## src/rtl/core/pps_ram.sv

```systemverilog
// Generic single write, single read RAM with registered read data.
// No dependencies.
module pps_ram #(
  parameter int WIDTH = 160,
  parameter int DEPTH = 16
) (
  input  logic                     clk,
  input  logic                     we,
  input  logic [$clog2(DEPTH)-1:0] waddr,
  input  logic [WIDTH-1:0]         wdata,
  input  logic [$clog2(DEPTH)-1:0] raddr,
  output logic [WIDTH-1:0]         rdata_r
);

  logic [WIDTH-1:0] mem [DEPTH];

  always_ff @(posedge clk) begin
    if (we) begin
      mem[waddr] <= wdata;
    end
    rdata_r <= mem[raddr];
  end

endmodule

```

## config.mk

```make
export PLATFORM = sky130hd
export DESIGN_NAME = pps_ram
export DESIGN_NICKNAME = d
export VERILOG_FILES = /design/src/rtl/core/pps_ram.sv
export SDC_FILE = /design/constraint.sdc
export NUM_CORES = 2
export LEC_CHECK = 0
export BUFFER_PORTS_ARGS = -buffer_cell sky130_fd_sc_hd__buf_4
export CAP_MARGIN = 10
export CELL_PAD_IN_SITES_DETAIL_PLACEMENT = 1
export CELL_PAD_IN_SITES_GLOBAL_PLACEMENT = 1
export CORE_ASPECT_RATIO = 1.25
export CORE_MARGIN = 2
export CORE_UTILIZATION = 50
export DETAILED_ROUTE_END_ITERATION = 7
export GPL_TIMING_DRIVEN = 0
export PLACE_DENSITY = 0.84
export SETUP_SLACK_MARGIN = 0.1
export SLEW_MARGIN = 15
export SYNTH_ARGS = -nofsm -noshare
export SYNTH_HDL_FRONTEND = slang
export SYNTH_SLANG_ARGS = --single-unit
```

## constraint.sdc

```tcl
create_clock -name clk -period 11.7 [get_ports clk]
set_input_delay 0.585 -clock clk [delete_from_list [all_inputs] [get_ports clk]]
set_output_delay 0.585 -clock clk [all_outputs]
set_load 0.005 [all_outputs]
```

==> impl_results.md <==
- Status: completed
- P_leak: 0.0384 uW
- Fin. max-slew vios: 0
- Initial antenna violation count: 50
- Post-CTS Setup Bufs: 0
- Sequential share of power: 53.9%
- DR iter-0 viols: around 6900
- Top FF cell, synth: edfxtp_1
- Nature of the critical path startpoint: input port
- Io pins: between 300 and 400
- Clock Latency Late Sink: roughly 0.9 ns
- Syn_area_per_cell: 23.7 um^2
- Worst Path Arrival: 3.66 ns
- Final wirelength: between 200 and 300 mm
- Post-synthesis sequential area ratio: 80.6%
- Worst R2R End: rdata_r[157]$_DFF_P_
- Yosys cell types: 27
- Synth Cell Area: 99300 um^2
- Cell count of the worst hold path: 1
- Maxcap violations: 0
- CTS tree: yes
- Core area: 197000 um^2
- Clock Tree Buf Depth: 3
- Die ar.: slightly above 200000 um^2
- Total gr overflow: 0
- Met2 usage: approximately 48%
- Clock sinks: 2720
- Min-Delay Endpoint: mem[0][49]$_DFFE_PP_
- First-pass GRT wire length: 414 mm
- TritonRoute pass-1 iters: 6
- Yosys reg bits: 2720
- Post-Route Skew: 0.0568 ns
- Int Pwr: 15900 uW
- TritonCTS buffer count: roughly 240
- Post-synth net total: 4361
- Critical Path Sink Type: flip-flop
- Post-CTS Resized: 0
- Worst setup margin: 8.82 ns
- Worst min-delay path class: input port to flip-flop
- Placed cell area: 109000 um^2
- Crit-path cells: clkbuf_1 > buf_2 > nor2b_1 > clkbuf_2 > clkbuf_1 > a22oi_1 > nand2_1
- # nets final: 5258
- Min cycle time layout: around 2.9 ns
- Commonest non-fill, non-tap cell in the layout: edfxtp_1
- Measured slew at the worst slew-check pin: approximately 1.2 ns
- WS Path Type: input port to flip-flop
- Most frequent cells in the layout: edfxtp_1 (2560), mux4_2 (595), buf_4 (353)
- Flop-to-flop setup slack: 10.06 ns
- Hold_buf cts: roughly 160
- # DRC: 0
- CP max-delay cell: clkbuf_1
- Net Sw Power: 4500 uW
- Finish-stage setup viols: 0
- Reg-to-reg startpoint: mem[5][157]$_DFFE_PP_
- Number of synthesized flops with an enable pin: around 2600
- Yosys warns: 0
- Worst path buffer plus inverter count: 4
- Async SR Flop Fraction: 0%
- Fin area: 118000 um^2
- Switching fraction of total power: 22.1%
- Global route hottest layer: met2
- Met1 global-route usage: between 30% and 40%
- Total track usage: 29.0%
- Clk pwr share: between 40% and 50%
- Die Height: 502 um
- Routed Antenna Nets: 0
- Worst-path clk slew: 0.07 ns
- Largest net degree at the start of global routing: 25
- Port bufs: 326
- Share of layout cells above drive strength 1: 32.2%
- CTS Root Cell: clkbuf_16
- Initial Util: about half
- DP Wirelength: approximately 180 mm
- Vias: 51200
- Area delta synth->final: 19.1%
- Relative slew margins: 22.6%
- VDD IR max: approximately 0.00016 V
- Cells after Synth: approximately 4200
- Place WS: 8.17 ns
- CP required: 12.48 ns
- Max stage delay on crit path: 0.76 ns
- Met3 GRT Util: 6.37%
- RSZ-0062 raised after global routing: no
- Worst-path maximum fanout: 10
- Setup TNS: 0 ns
- Comb pwr share: 6.0%
- Top delay family on crit path: buffers and inverters
- Worst r2r path cells: 3
- Most frequent CP cell: clkbuf_1
- Via/cell ratio: 6.49
- Routed length per instance: 37.1 um
- PwrDens: 173 nW/um^2
- Die W: between 400 and 500 um
- Max frequency: 347 MHz
- Row count: 182
- Vias in the first global route: around 54000
- Fin. Hold Viols: 0
- H-tree levels: 4
- Gpl congestion: between 0.7 and 0.8
- Worst min-delay path startpoint: wdata[49]
- Fin crit share: 24.6%
-- power by group through the flow --
stage	registers, uW	logic, uW	clock network, uW
floorplan	11200	524	0
global placement	11200	1020	0
detailed placement	11200	1130	0
CTS	11000	1210	8260
global route	11000	1270	8540
finish	11000	1220	8200
-- Yosys cell counts, types with 3 or more instances --
library cell | number | area, um^2
a221oi_1 | 17 | 149
a22oi_1 | 266 | 2000
and2_1 | 3 | 18.8
buf_1 | 9 | 33.8
buf_2 | 104 | 521
buf_4 | 27 | 203
clkbuf_1 | 80 | 300
dfxtp_1 | 160 | 3200
edfxtp_1 | 2560 | 76900
mux2_2 | 81 | 912
mux2i_1 | 35 | 350
mux4_2 | 595 | 13400
nand2_1 | 117 | 439
nand2b_1 | 21 | 131
nor2_1 | 14 | 52.6
nor2b_1 | 34 | 213
nor3_1 | 4 | 20.0
o21ai_0 | 17 | 85.1
o221ai_1 | 28 | 245
o22a_1 | 9 | 78.8
-- how the worst max path moves through the flow --
stage / start / to / depth (start not counted)
floorplan: waddr[2] / mem[1][0]$_DFFE_PP_ / 2
global placement: waddr[2] / mem[3][141]$_DFFE_PP_ / 3
detailed placement: raddr[1] / rdata_r[120]$_DFF_P_ / 7
CTS: raddr[1] / rdata_r[82]$_DFF_P_ / 7
global route: raddr[2] / rdata_r[91]$_DFF_P_ / 7
finish: raddr[2] / rdata_r[156]$_DFF_P_ / 7
-- logic make-up (layout without fill, tap and decap cells) --
kind of cell	after synthesis	after routing	share of synthesized area [%]
DFF	2720	2720	80.6
and+or+nand+nor	199	199	0.922
buffers and inverters	222	1327	1.09
muxes	711	711	14.8
AOI/OAI and AO/OA	339	339	2.58
other	0	15	0
-- sequential cells by signal, indices dropped and copies added (netlist names) --
signal	flops
mem	2560
rdata_r	160
-- routing by layer --
layer	vias up	routed length (um)
met5	-	316
met4	50	11200
met3	703	30500
met2	3668	146000
met1	27100	104000
li1	19700	-
-- cell type report --
class                           instances  area, um^2
Sequential cell                      2720       80100
Fill cell                           16100       78700
Multi-Input combinational cell       1249       18300
Timing Repair Buffer                  656        7490
Clock buffer                          304        6400
Tap cell                             2576        3220
Clock inverter                        145        1650
Buffer                                222        1090
Antenna cell                           15        37.5
-- worst reg2reg max path, stage by stage, from the launching register on --
cell and delay, ns:
edfxtp_1 0.39, mux2_2 0.29, a221oi_1 0.47, a22oi_1 0.30
-- per-stage QoR --
| stage | utilization, % | total power, uW | cells | hold WS, ns |
|---|---|---|---|---|
| final | 60.0 | 20400 | 7887 | 0.0496 |
| after global routing | 60.0 | 20800 | 7876 | 0.0295 |
| after CTS | 60.0 | 20500 | 7871 | 0.000118 |
| after detailed placement | 55.1 | 12300 | 7264 | 0.656 |
| after global placement | 53.3 | 12200 | 7093 | 0.652 |
| after floorplan | - | 11700 | 4191 | 0.635 |
Note: power is estimated with default switching activity, not from simulation.
