### config.mk
export PLATFORM = sky130hd
export DESIGN_NAME = pps_frac
export DESIGN_NICKNAME = d
export VERILOG_FILES = /design/src/rtl/core/pps_pkg.sv /design/src/rtl/core/pps_frac.sv
export SDC_FILE = /design/constraint.sdc
export NUM_CORES = 1
export LEC_CHECK = 0
export ABC_AREA = 1
export ABC_CLOCK_PERIOD_IN_PS = 15640
export BUFFER_PORTS_ARGS = -buffer_cell sky130_fd_sc_hd__buf_2
export CORE_ASPECT_RATIO = 1.2
export CORE_UTILIZATION = 35
export CTS_CLUSTER_SIZE = 16
export DETAILED_ROUTE_END_ITERATION = 12
export SETUP_SLACK_MARGIN = 0.3
export SLEW_MARGIN = 40
export SYNTH_ARGS = -nofsm -noshare
export SYNTH_HDL_FRONTEND = slang
export SYNTH_SLANG_ARGS = --single-unit
### constraint.sdc
create_clock -name clk -period 15.64 [get_ports clk]
set_input_delay 1.564 -clock clk [delete_from_list [all_inputs] [get_ports clk]]
set_output_delay 1.564 -clock clk [all_outputs]
set_load 0.03 [all_outputs]
### src/rtl/core/pps_pkg.sv
// Shared types and constants for the polygon plane splitter.
// No dependencies; used by the interfaces, the fraction divider and the top level.
package pps_pkg;

  localparam int COORD_W = 32;
  localparam int DIST_W  = 64;
  localparam int THR_W   = 31;
  localparam int FRAC_W  = 31;   // Q0.30 fraction, one guard bit for t == 1.0
  localparam int FRAC_SH = 30;
  localparam int CIDX_W  = 3;
  localparam int MAX_RESULTS = 48;  // piece vertices kept per polygon

  // config register indexes
  localparam logic [CIDX_W-1:0] CFG_NX  = 3'd0;
  localparam logic [CIDX_W-1:0] CFG_NY  = 3'd1;
  localparam logic [CIDX_W-1:0] CFG_NZ  = 3'd2;
  localparam logic [CIDX_W-1:0] CFG_OFS = 3'd3;
  localparam logic [CIDX_W-1:0] CFG_THR = 3'd4;

  // polygon classification
  localparam logic [1:0] ST_FRONT    = 2'd0;
  localparam logic [1:0] ST_BACK     = 2'd1;
  localparam logic [1:0] ST_COPLANAR = 2'd2;
  localparam logic [1:0] ST_SPLIT    = 2'd3;

  typedef struct packed {
    logic signed [COORD_W-1:0] x;
    logic signed [COORD_W-1:0] y;
    logic signed [COORD_W-1:0] z;
  } vertex_t;

  typedef struct packed {
    vertex_t                  v;
    logic signed [DIST_W-1:0] d;
  } entry_t;

  function automatic logic signed [COORD_W-1:0] vtx_get(vertex_t v, logic [1:0] k);
    logic signed [COORD_W-1:0] r;
    case (k)
      2'd0:    r = v.x;
      2'd1:    r = v.y;
      default: r = v.z;
    endcase
    return r;
  endfunction

endpackage

### src/rtl/core/pps_frac.sv
// Edge cut fraction t = |dw| / |dw - dv| in Q0.30: normalize one bit a cycle,
// then restoring division one quotient bit a cycle. Depends on pps_pkg.
module pps_frac (
  input  logic                               clk,
  input  logic                               rst_n,
  input  logic                               start,
  input  logic signed [pps_pkg::DIST_W-1:0]  dw,
  input  logic signed [pps_pkg::DIST_W-1:0]  dv,
  output logic                               done_r,
  output logic [pps_pkg::FRAC_W-1:0]         t_r
);

  localparam logic [1:0] F_IDLE = 2'd0;
  localparam logic [1:0] F_NORM = 2'd1;
  localparam logic [1:0] F_DIV  = 2'd2;

  logic [1:0]                        fst_r;
  logic [pps_pkg::DIST_W-1:0]        a_r, b_r;
  logic [31:0]                       rem_r;
  logic [pps_pkg::FRAC_W-2:0]        q_r;
  logic [4:0]                        cnt_r;
  logic                              bz_r;
  logic signed [pps_pkg::DIST_W-1:0] den;
  logic [32:0]                       rem2;
  logic                              ge;

  assign den  = dw - dv;
  assign rem2 = (cnt_r == 5'd0) ? {1'b0, rem_r} : {rem_r, 1'b0};
  assign ge   = rem2 >= {1'b0, b_r[31:0]};

  always_ff @(posedge clk) begin
    if (!rst_n) begin
      fst_r  <= F_IDLE;
      done_r <= 1'b0;
    end else begin
      done_r <= 1'b0;
      case (fst_r)
        F_IDLE: begin
          if (start) begin
            a_r   <= dw[pps_pkg::DIST_W-1] ? -dw : dw;
            b_r   <= den[pps_pkg::DIST_W-1] ? -den : den;
            fst_r <= F_NORM;
          end
        end
        F_NORM: begin
          if (b_r[pps_pkg::DIST_W-1:32] != '0) begin
            a_r <= a_r >> 1;
            b_r <= b_r >> 1;
          end else begin
            rem_r <= (a_r > b_r) ? b_r[31:0] : a_r[31:0];
            bz_r  <= b_r == '0;
            cnt_r <= '0;
            fst_r <= F_DIV;
          end
        end
        F_DIV: begin
          rem_r <= ge ? 32'(rem2 - {1'b0, b_r[31:0]}) : rem2[31:0];
          q_r   <= {q_r[pps_pkg::FRAC_W-3:0], ge};
          cnt_r <= cnt_r + 5'd1;
          if (cnt_r == 5'(pps_pkg::FRAC_W - 1)) begin
            t_r    <= bz_r ? '0 : {q_r, ge};
            done_r <= 1'b1;
            fst_r  <= F_IDLE;
          end
        end
        default: fst_r <= F_IDLE;
      endcase
    end
  end

endmodule

==> flow_metrics.env, run 1 <==
export IMPL_status="completed"
export IMPL_antenna_found_initial=2
export IMPL_worstPathCellList="inv_1, ha_1, nand2_1, nor2_2, buf_4, inv_1, buf_4, nand2_1, nand2_1, ha_1, a21oi_1, nand2_1, a21oi_1, o21ai_0, a21boi_0, o21ai_0, a21oi_1, xor2_1, a21oi_1, o21ai_0, nand2_1"
export IMPL_synth_warnings=0
export IMPL_die_y_um=289
export IMPL_first_global_vias=23100
export IMPL_worst_path_max_delay_cell="a21boi_0"
export IMPL_nNetsFinal=4264
export IMPL_final_setup_viol_count=0
export IMPL_detail_route_vias_per_cell=4.95
export IMPL_pin_count=163
export IMPL_cp_end_kind="flip-flop"
export IMPL_synth_main_ff_cell="edfxtp_1"
export IMPL_die_area_sq_um=69800
export IMPL_dp_cells=4841
export IMPL_synthMuxAreaShare=0
export IMPL_fin_skew_ns=0.0155
export IMPL_synth_distinct_cells=54
export IMPL_async_flop_share=0
export IMPL_grt_max_degree=114
export IMPL_post_route_min_period_ns=4.84
export IMPL_p_per_area_nw_per_um2=95.0
export IMPL_routed_wl_mm=82.1
export IMPL_synthSimpleGateAreaFrac=0.364
export IMPL_hpwl_mm=68.0
export IMPL_postLayoutCoreUtil=0.396
export IMPL_htreeDepth=1
export IMPL_clock_latency_ns=0.55
export IMPL_pre_cts_ws_ns=10.58
export IMPL_fp_coreArea_sq_um=67500
export IMPL_cts_tree="yes"
export IMPL_max_stage_delay_ns=0.55
export IMPL_initial_utilization=0.356
export IMPL_path_delay_family="compound AO/OA/AOI/OAI gates"
export IMPL_gp_congestion=0.991
export IMPL_cts_sinks=230
export IMPL_hold_path_class="reg2reg"
export IMPL_instances_no_fill=4888
export IMPL_ctsHoldBuffers=0
export IMPL_drc=0
export IMPL_syn_cell_area_sq_um=24100
export IMPL_placed_area_sq_um=25900
export IMPL_wl_per_cell_um=16.8
export IMPL_synth_compound_area_share=0.0979
export IMPL_rsz0062_at_grt="false"
export IMPL_post_cts_resized=0
export IMPL_start_kind="flip-flop"
export IMPL_rows=104
export IMPL_via_count=24200
export IMPL_arrival_ns=5.14
export IMPL_fillers=7347
export IMPL_cts_buffers=25
export IMPL_yosys_area_share_adder=0.0870
export IMPL_power_mw=2.54
export IMPL_cp_required_ns=15.94
export IMPL_cts_clk_slew_worst_paths_ns=0.07
export IMPL_relSlewSlack=0.428
export IMPL_hold_viol=0
export IMPL_drtIter0Drc=1882
export IMPL_yosys_area_share_xor_xnor=0.0440
export IMPL_maxCapViolCount=0
export IMPL_stdcell_area_sq_um=26700
export IMPL_worst_path_most_repeated_cell="nand2_1"
export IMPL_synth_edf_count=227
export IMPL_p_leak_nw=13.6
export IMPL_ys_ff_latch=230
export IMPL_ir_drop_v=0.0000825
export IMPL_finalCritPeriodShare=0.309
export IMPL_grt_pass1_wl_mm=126
export IMPL_grt_ovfl_total=0
export IMPL_max_freq_mhz=207
export IMPL_tightestPinTransition_ns=0.858
export IMPL_synth_top_family_by_area="simple AND/OR/NAND/NOR gates"
export IMPL_grtUsageTotal=0.234
export IMPL_criticalPathCategory="reg2reg"
export IMPL_drive_gt1_frac=0.0795
export IMPL_fp_dieW_um=241
export IMPL_synth_seq_area_share=0.286
export IMPL_portBuffers=162
export IMPL_path_buf_inv=4
export IMPL_root_buffer="clkbuf_16"
export IMPL_synth_fp_nets=4129
export IMPL_clk_path_buf_depth=3
export IMPL_setup_ws_ns=10.80
export IMPL_postSynthCellCount=3832
export IMPL_post_cts_setup_buffers=0
export IMPL_ant_nets=0
export IMPL_dr_pass1_iters=6
export IMPL_hold_slack_ns=0.453
export IMPL_syn2layout_area_growth_pct=11.2
export IMPL_syn_area_per_cell_sq_um=6.28
export IMPL_crit_fanout=31
export IMPL_final_max_slew_violation_count=0
export IMPL_fin_setup_tns_ns=0
==> logic make-up after synthesis <==
group / after synthesis
simple gates: 2117
xor+xnor: 120
buf+inv: 762
compound gates: 437
flops: 230
fa+ha+maj: 166
==> cells in the final DEF (no fill, tap or decap), types with 28 or more instances in the layout <==
cell and count:
o21ai_0 199, edfxtp_1 227, nor4_1 28, xnor2_1 42, nand2_2 30, inv_1 680
nand2_1 1334, nand4_1 51, a21oi_1 145, nor2_1 353, xor2_1 77, nand3_1 217
buf_2 162, ha_1 164, o21ai_1 31, nor3_1 39
==> flip-flops by register name, indices dropped and copies added (netlist names) <==
signal,cells
fst_r,2
done_r,1
rem_r,32
t_r,31
bz_r,1
b_r,64
q_r,30
a_r,64
cnt_r,5
==> worst register-to-register path: stages, from the launching register on <==
cell      delay [ns]
edfxtp_1        0.42
inv_1           0.10
ha_1            0.14
nand2_1         0.06
nor2_2          0.07
buf_4           0.31
inv_1           0.33
buf_4           0.32
nand2_1         0.09
nand2_1         0.07
ha_1            0.35
a21oi_1         0.14
nand2_1         0.10
a21oi_1         0.29
o21ai_0         0.21
a21boi_0        0.55
o21ai_0         0.36
a21oi_1         0.25
xor2_1          0.16
a21oi_1         0.07
o21ai_0         0.10
nand2_1         0.08
==> synth_stat cells (7+ instances only) <==
cell type,instances,area [sq um]
nand2_1,1335,5010
inv_1,681,2560
nor2_1,357,1340
edfxtp_1,227,6820
nand3_1,217,1090
o21ai_0,199,996
ha_1,164,2050
a21oi_1,145,726
xor2_1,77,674
clkbuf_1,52,195
nand4_1,51,319
xnor2_1,42,368
nor3_1,40,200
o21ai_1,31,155
nand2_2,30,188
nor4_1,28,175
nor2_2,22,138
o211ai_1,12,90.1
nand3_2,10,100
o21bai_1,8,60.1
o31ai_1,8,60.1
buf_2,7,35.0
==> area by class of cell <==
| cell class | instances | area, sq um | share of cell area |
|---|---|---|---|
| diodes | 1 | 2.50 | 0.0000936 |
| clock buffers | 27 | 633 | 0.0237 |
| clock inverters | 19 | 236 | 0.00884 |
| inverters | 691 | 2590 | 0.0970 |
| multi-input cells | 2840 | 14300 | 0.536 |
| flip-flops and latches | 230 | 6880 | 0.257 |
| well taps | 901 | 1130 | 0.0421 |
| repair buffers | 179 | 950 | 0.0355 |
==> metal layers <==
metal  global-route usage  share of wire  wire length [um]
met5                    0        0.00011                 9
met4                0.112          0.049              4030
met3               0.0145          0.038              3140
met2                0.414           0.48             39700
met1                0.288           0.43             35200
==> worst paths after layout <==
path	start	end	slack, ns	depth (start not counted)
max	cnt_r[0]	rem_r[25]	10.80	21
min	q_r[8]	q_r[9]	0.45	0
max reg2reg	cnt_r[0]	rem_r[25]	10.80	21
min reg2reg	q_r[8]	q_r[9]	0.45	0
==> power by group <==
part | switching (mW) | internal (mW)
Sequential | 0.0443 | 0.789
Clock | 0.274 | 0.365
Combinational | 0.729 | 0.339
Power figures use the tool's default switching activity.
==> inputs of run 2 (changes only) <==
--- a/config.mk
+++ b/config.mk
@@ -6,7 +6,7 @@
 export NUM_CORES = 1
 export LEC_CHECK = 0
 export ABC_AREA = 1
-export ABC_CLOCK_PERIOD_IN_PS = 15640
+export ABC_CLOCK_PERIOD_IN_PS = 5100
 export BUFFER_PORTS_ARGS = -buffer_cell sky130_fd_sc_hd__buf_2
 export CORE_ASPECT_RATIO = 1.2
 export CORE_UTILIZATION = 35
==> constraint.sdc (replaced) <==
create_clock -name clk -period 5.1 [get_ports clk]
set_input_delay 0.51 -clock clk [delete_from_list [all_inputs] [get_ports clk]]
set_output_delay 0.51 -clock clk [all_outputs]
set_load 0.03 [all_outputs]
==> run 2 against run 1 <==
Die area stayed put. Final area hardly changed. Global-route usage is 0.37 points lower. Clock power grew to 2.8 times the previous value.
==> flow_metrics.env, run 2 (same netlist as run 1, synthesis figures left out) <==
export IMPL_crit_fanout=39
export IMPL_routed_wl_mm=80.4
export IMPL_drive_gt1_frac=0.0807
export IMPL_grt_pass1_wl_mm=124
export IMPL_hold_viol=0
export IMPL_via_count=23800
export IMPL_clk_path_buf_depth=3
export IMPL_detail_route_vias_per_cell=4.87
export IMPL_htreeDepth=1
export IMPL_fp_dieW_um=241
export IMPL_post_cts_setup_buffers=0
export IMPL_reg_top3="a_r (64), b_r (64), rem_r (32)"
export IMPL_maxCapViolCount=0
export IMPL_wl_met2_mm=38.3
export IMPL_cts_clk_slew_worst_paths_ns=0.06
export IMPL_dr_pass1_iters=7
export IMPL_syn2layout_area_growth_pct=11.2
export IMPL_tightestPinTransition_ns=0.838
export IMPL_drtIter0Drc=1531
export IMPL_cp_required_ns=5.40
export IMPL_worstPathCellList="inv_1, ha_1, nand2_1, nor2_2, inv_1, buf_4, nand2_1, nand2_1, ha_1, a21oi_1, nand2_1, a21oi_1, o21ai_2, a21boi_2, o21ai_1, nand3_1, nand2_1, nand2_1, nand2_2, buf_12, o21ai_0, nand2_1"
export IMPL_diodes=0
export IMPL_reg2reg_depth=22
export IMPL_grt_max_degree=122
export IMPL_root_buffer="clkbuf_16"
export IMPL_met3_length_mm=2.93
export IMPL_ctsHoldBuffers=0
export IMPL_rsz0062_at_grt="false"
export IMPL_arrival_ns=4.73
export IMPL_min_path_cells=3
export IMPL_cts_tree="yes"
export IMPL_grtUsageTotal=0.230
export IMPL_first_global_vias=22600
export IMPL_final_max_slew_violation_count=0
export IMPL_ir_drop_v=0.000211
export IMPL_initial_utilization=0.356
export IMPL_hold_path_class="in2reg"
export IMPL_gp_congestion=0.985
export IMPL_worst_path_max_delay_cell="edfxtp_1"
export IMPL_finalCritPeriodShare=0.868
export IMPL_start_kind="flip-flop"
export IMPL_wl_per_cell_um=16.4
export IMPL_power_mw=7.62
export IMPL_dp_cells=4847
export IMPL_hold_slack_ns=0.295
export IMPL_fin_setup_tns_ns=0
export IMPL_status="completed"
export IMPL_die_area_sq_um=69800
export IMPL_antenna_found_initial=1
export IMPL_portBuffers=162
export IMPL_die_y_um=289
export IMPL_worst_path_most_repeated_cell="nand2_1"
export IMPL_final_setup_viol_count=0
export IMPL_max_freq_mhz=226
export IMPL_route_layer_met1_wl_mm=34.9
export IMPL_post_cts_resized=0
export IMPL_relSlewSlack=0.441
export IMPL_layout_common_cells="nand2_1, inv_1, nor2_1"
export IMPL_max_stage_delay_ns=0.38
export IMPL_fp_coreArea_sq_um=67500
export IMPL_grt_ovfl_total=0
export IMPL_cp_end_kind="flip-flop"
export IMPL_rows=104
export IMPL_nNetsFinal=4270
export IMPL_p_leak_nw=13.6
export IMPL_pin_count=163
export IMPL_routed_top_layer="met5"
export IMPL_post_route_min_period_ns=4.43
export IMPL_fin_skew_ns=0.0191
export IMPL_hpwl_mm=67.3
export IMPL_cts_buffers=25
export IMPL_instances_no_fill=4891
export IMPL_clock_latency_ns=0.56
export IMPL_mostFrequentLayoutCell="nand2_1"
export IMPL_cts_sinks=230
export IMPL_criticalPathCategory="reg2reg"
export IMPL_drc=0
export IMPL_fillers=7433
export IMPL_p_per_area_nw_per_um2=285
export IMPL_ant_nets=0
[run 2: cell types whose count changed in the layout (fill, tap and decap cells not counted), moves of 2 or more]
cell / before / now
clkinv_2: 2 / 4
buf_12: 0 / 3
bufinv_16: 4 / 1
buf_8: 0 / 3
[run 2: worst max-delay path: cells and delay by family (launching register included)]
family | cells | cell delay (ns)
AOI/OAI and AO/OA | 6 | 1.21
adders and majority gates | 2 | 0.47
buffers and inverters | 4 | 0.99
DFF | 1 | 0.38
and+or+nand+nor | 10 | 1.06
[run 2: layout make-up]
class	count	area, sq um	area share
Clock buffer	26	629	0.0235
Sequential cell	230	6880	0.257
Multi-Input combinational cell	2840	14300	0.535
Inverter	691	2590	0.0969
Timing Repair Buffer	185	1050	0.0393
Tap cell	901	1130	0.0421
Clock inverter	18	153	0.00570
[run 2: per-layer routing]
metal	vias to the layer above	track usage
met3	180	0.0142
met5	-	0
met2	607	0.401
met1	10600	0.286
met4	2	0.117
li1	12400	-
[run 2: where the power goes]
| part | switching, mW | total, mW | internal, mW |
|---|---|---|---|
| combinational | 2.23 | 3.29 | 1.07 |
| sequential | 0.132 | 2.55 | 2.42 |
| clock | 0.815 | 1.78 | 0.960 |
| total | 3.17 | 7.62 | 4.45 |
[run 2: metrics by stage]
step	setup slack (ns)	utilization	instance area, sq um
finish	0.672	0.396	26800
global route	0.309	0.396	26800
CTS	0.706	0.396	26800
detailed placement	0.729	0.385	26000
global placement	0.904	0.384	25900
floorplan	0.338	-	24100
[run 2: path summary, 6_finish.rpt]
kind | from | to | slack (ns)
setup / recovery | cnt_r[0] | rem_r[11] | 0.67
setup reg to reg | cnt_r[0] | rem_r[11] | 0.67
hold reg to reg | q_r[7] | q_r[8] | 0.45
hold / removal | rst_n | fst_r[1] | 0.30
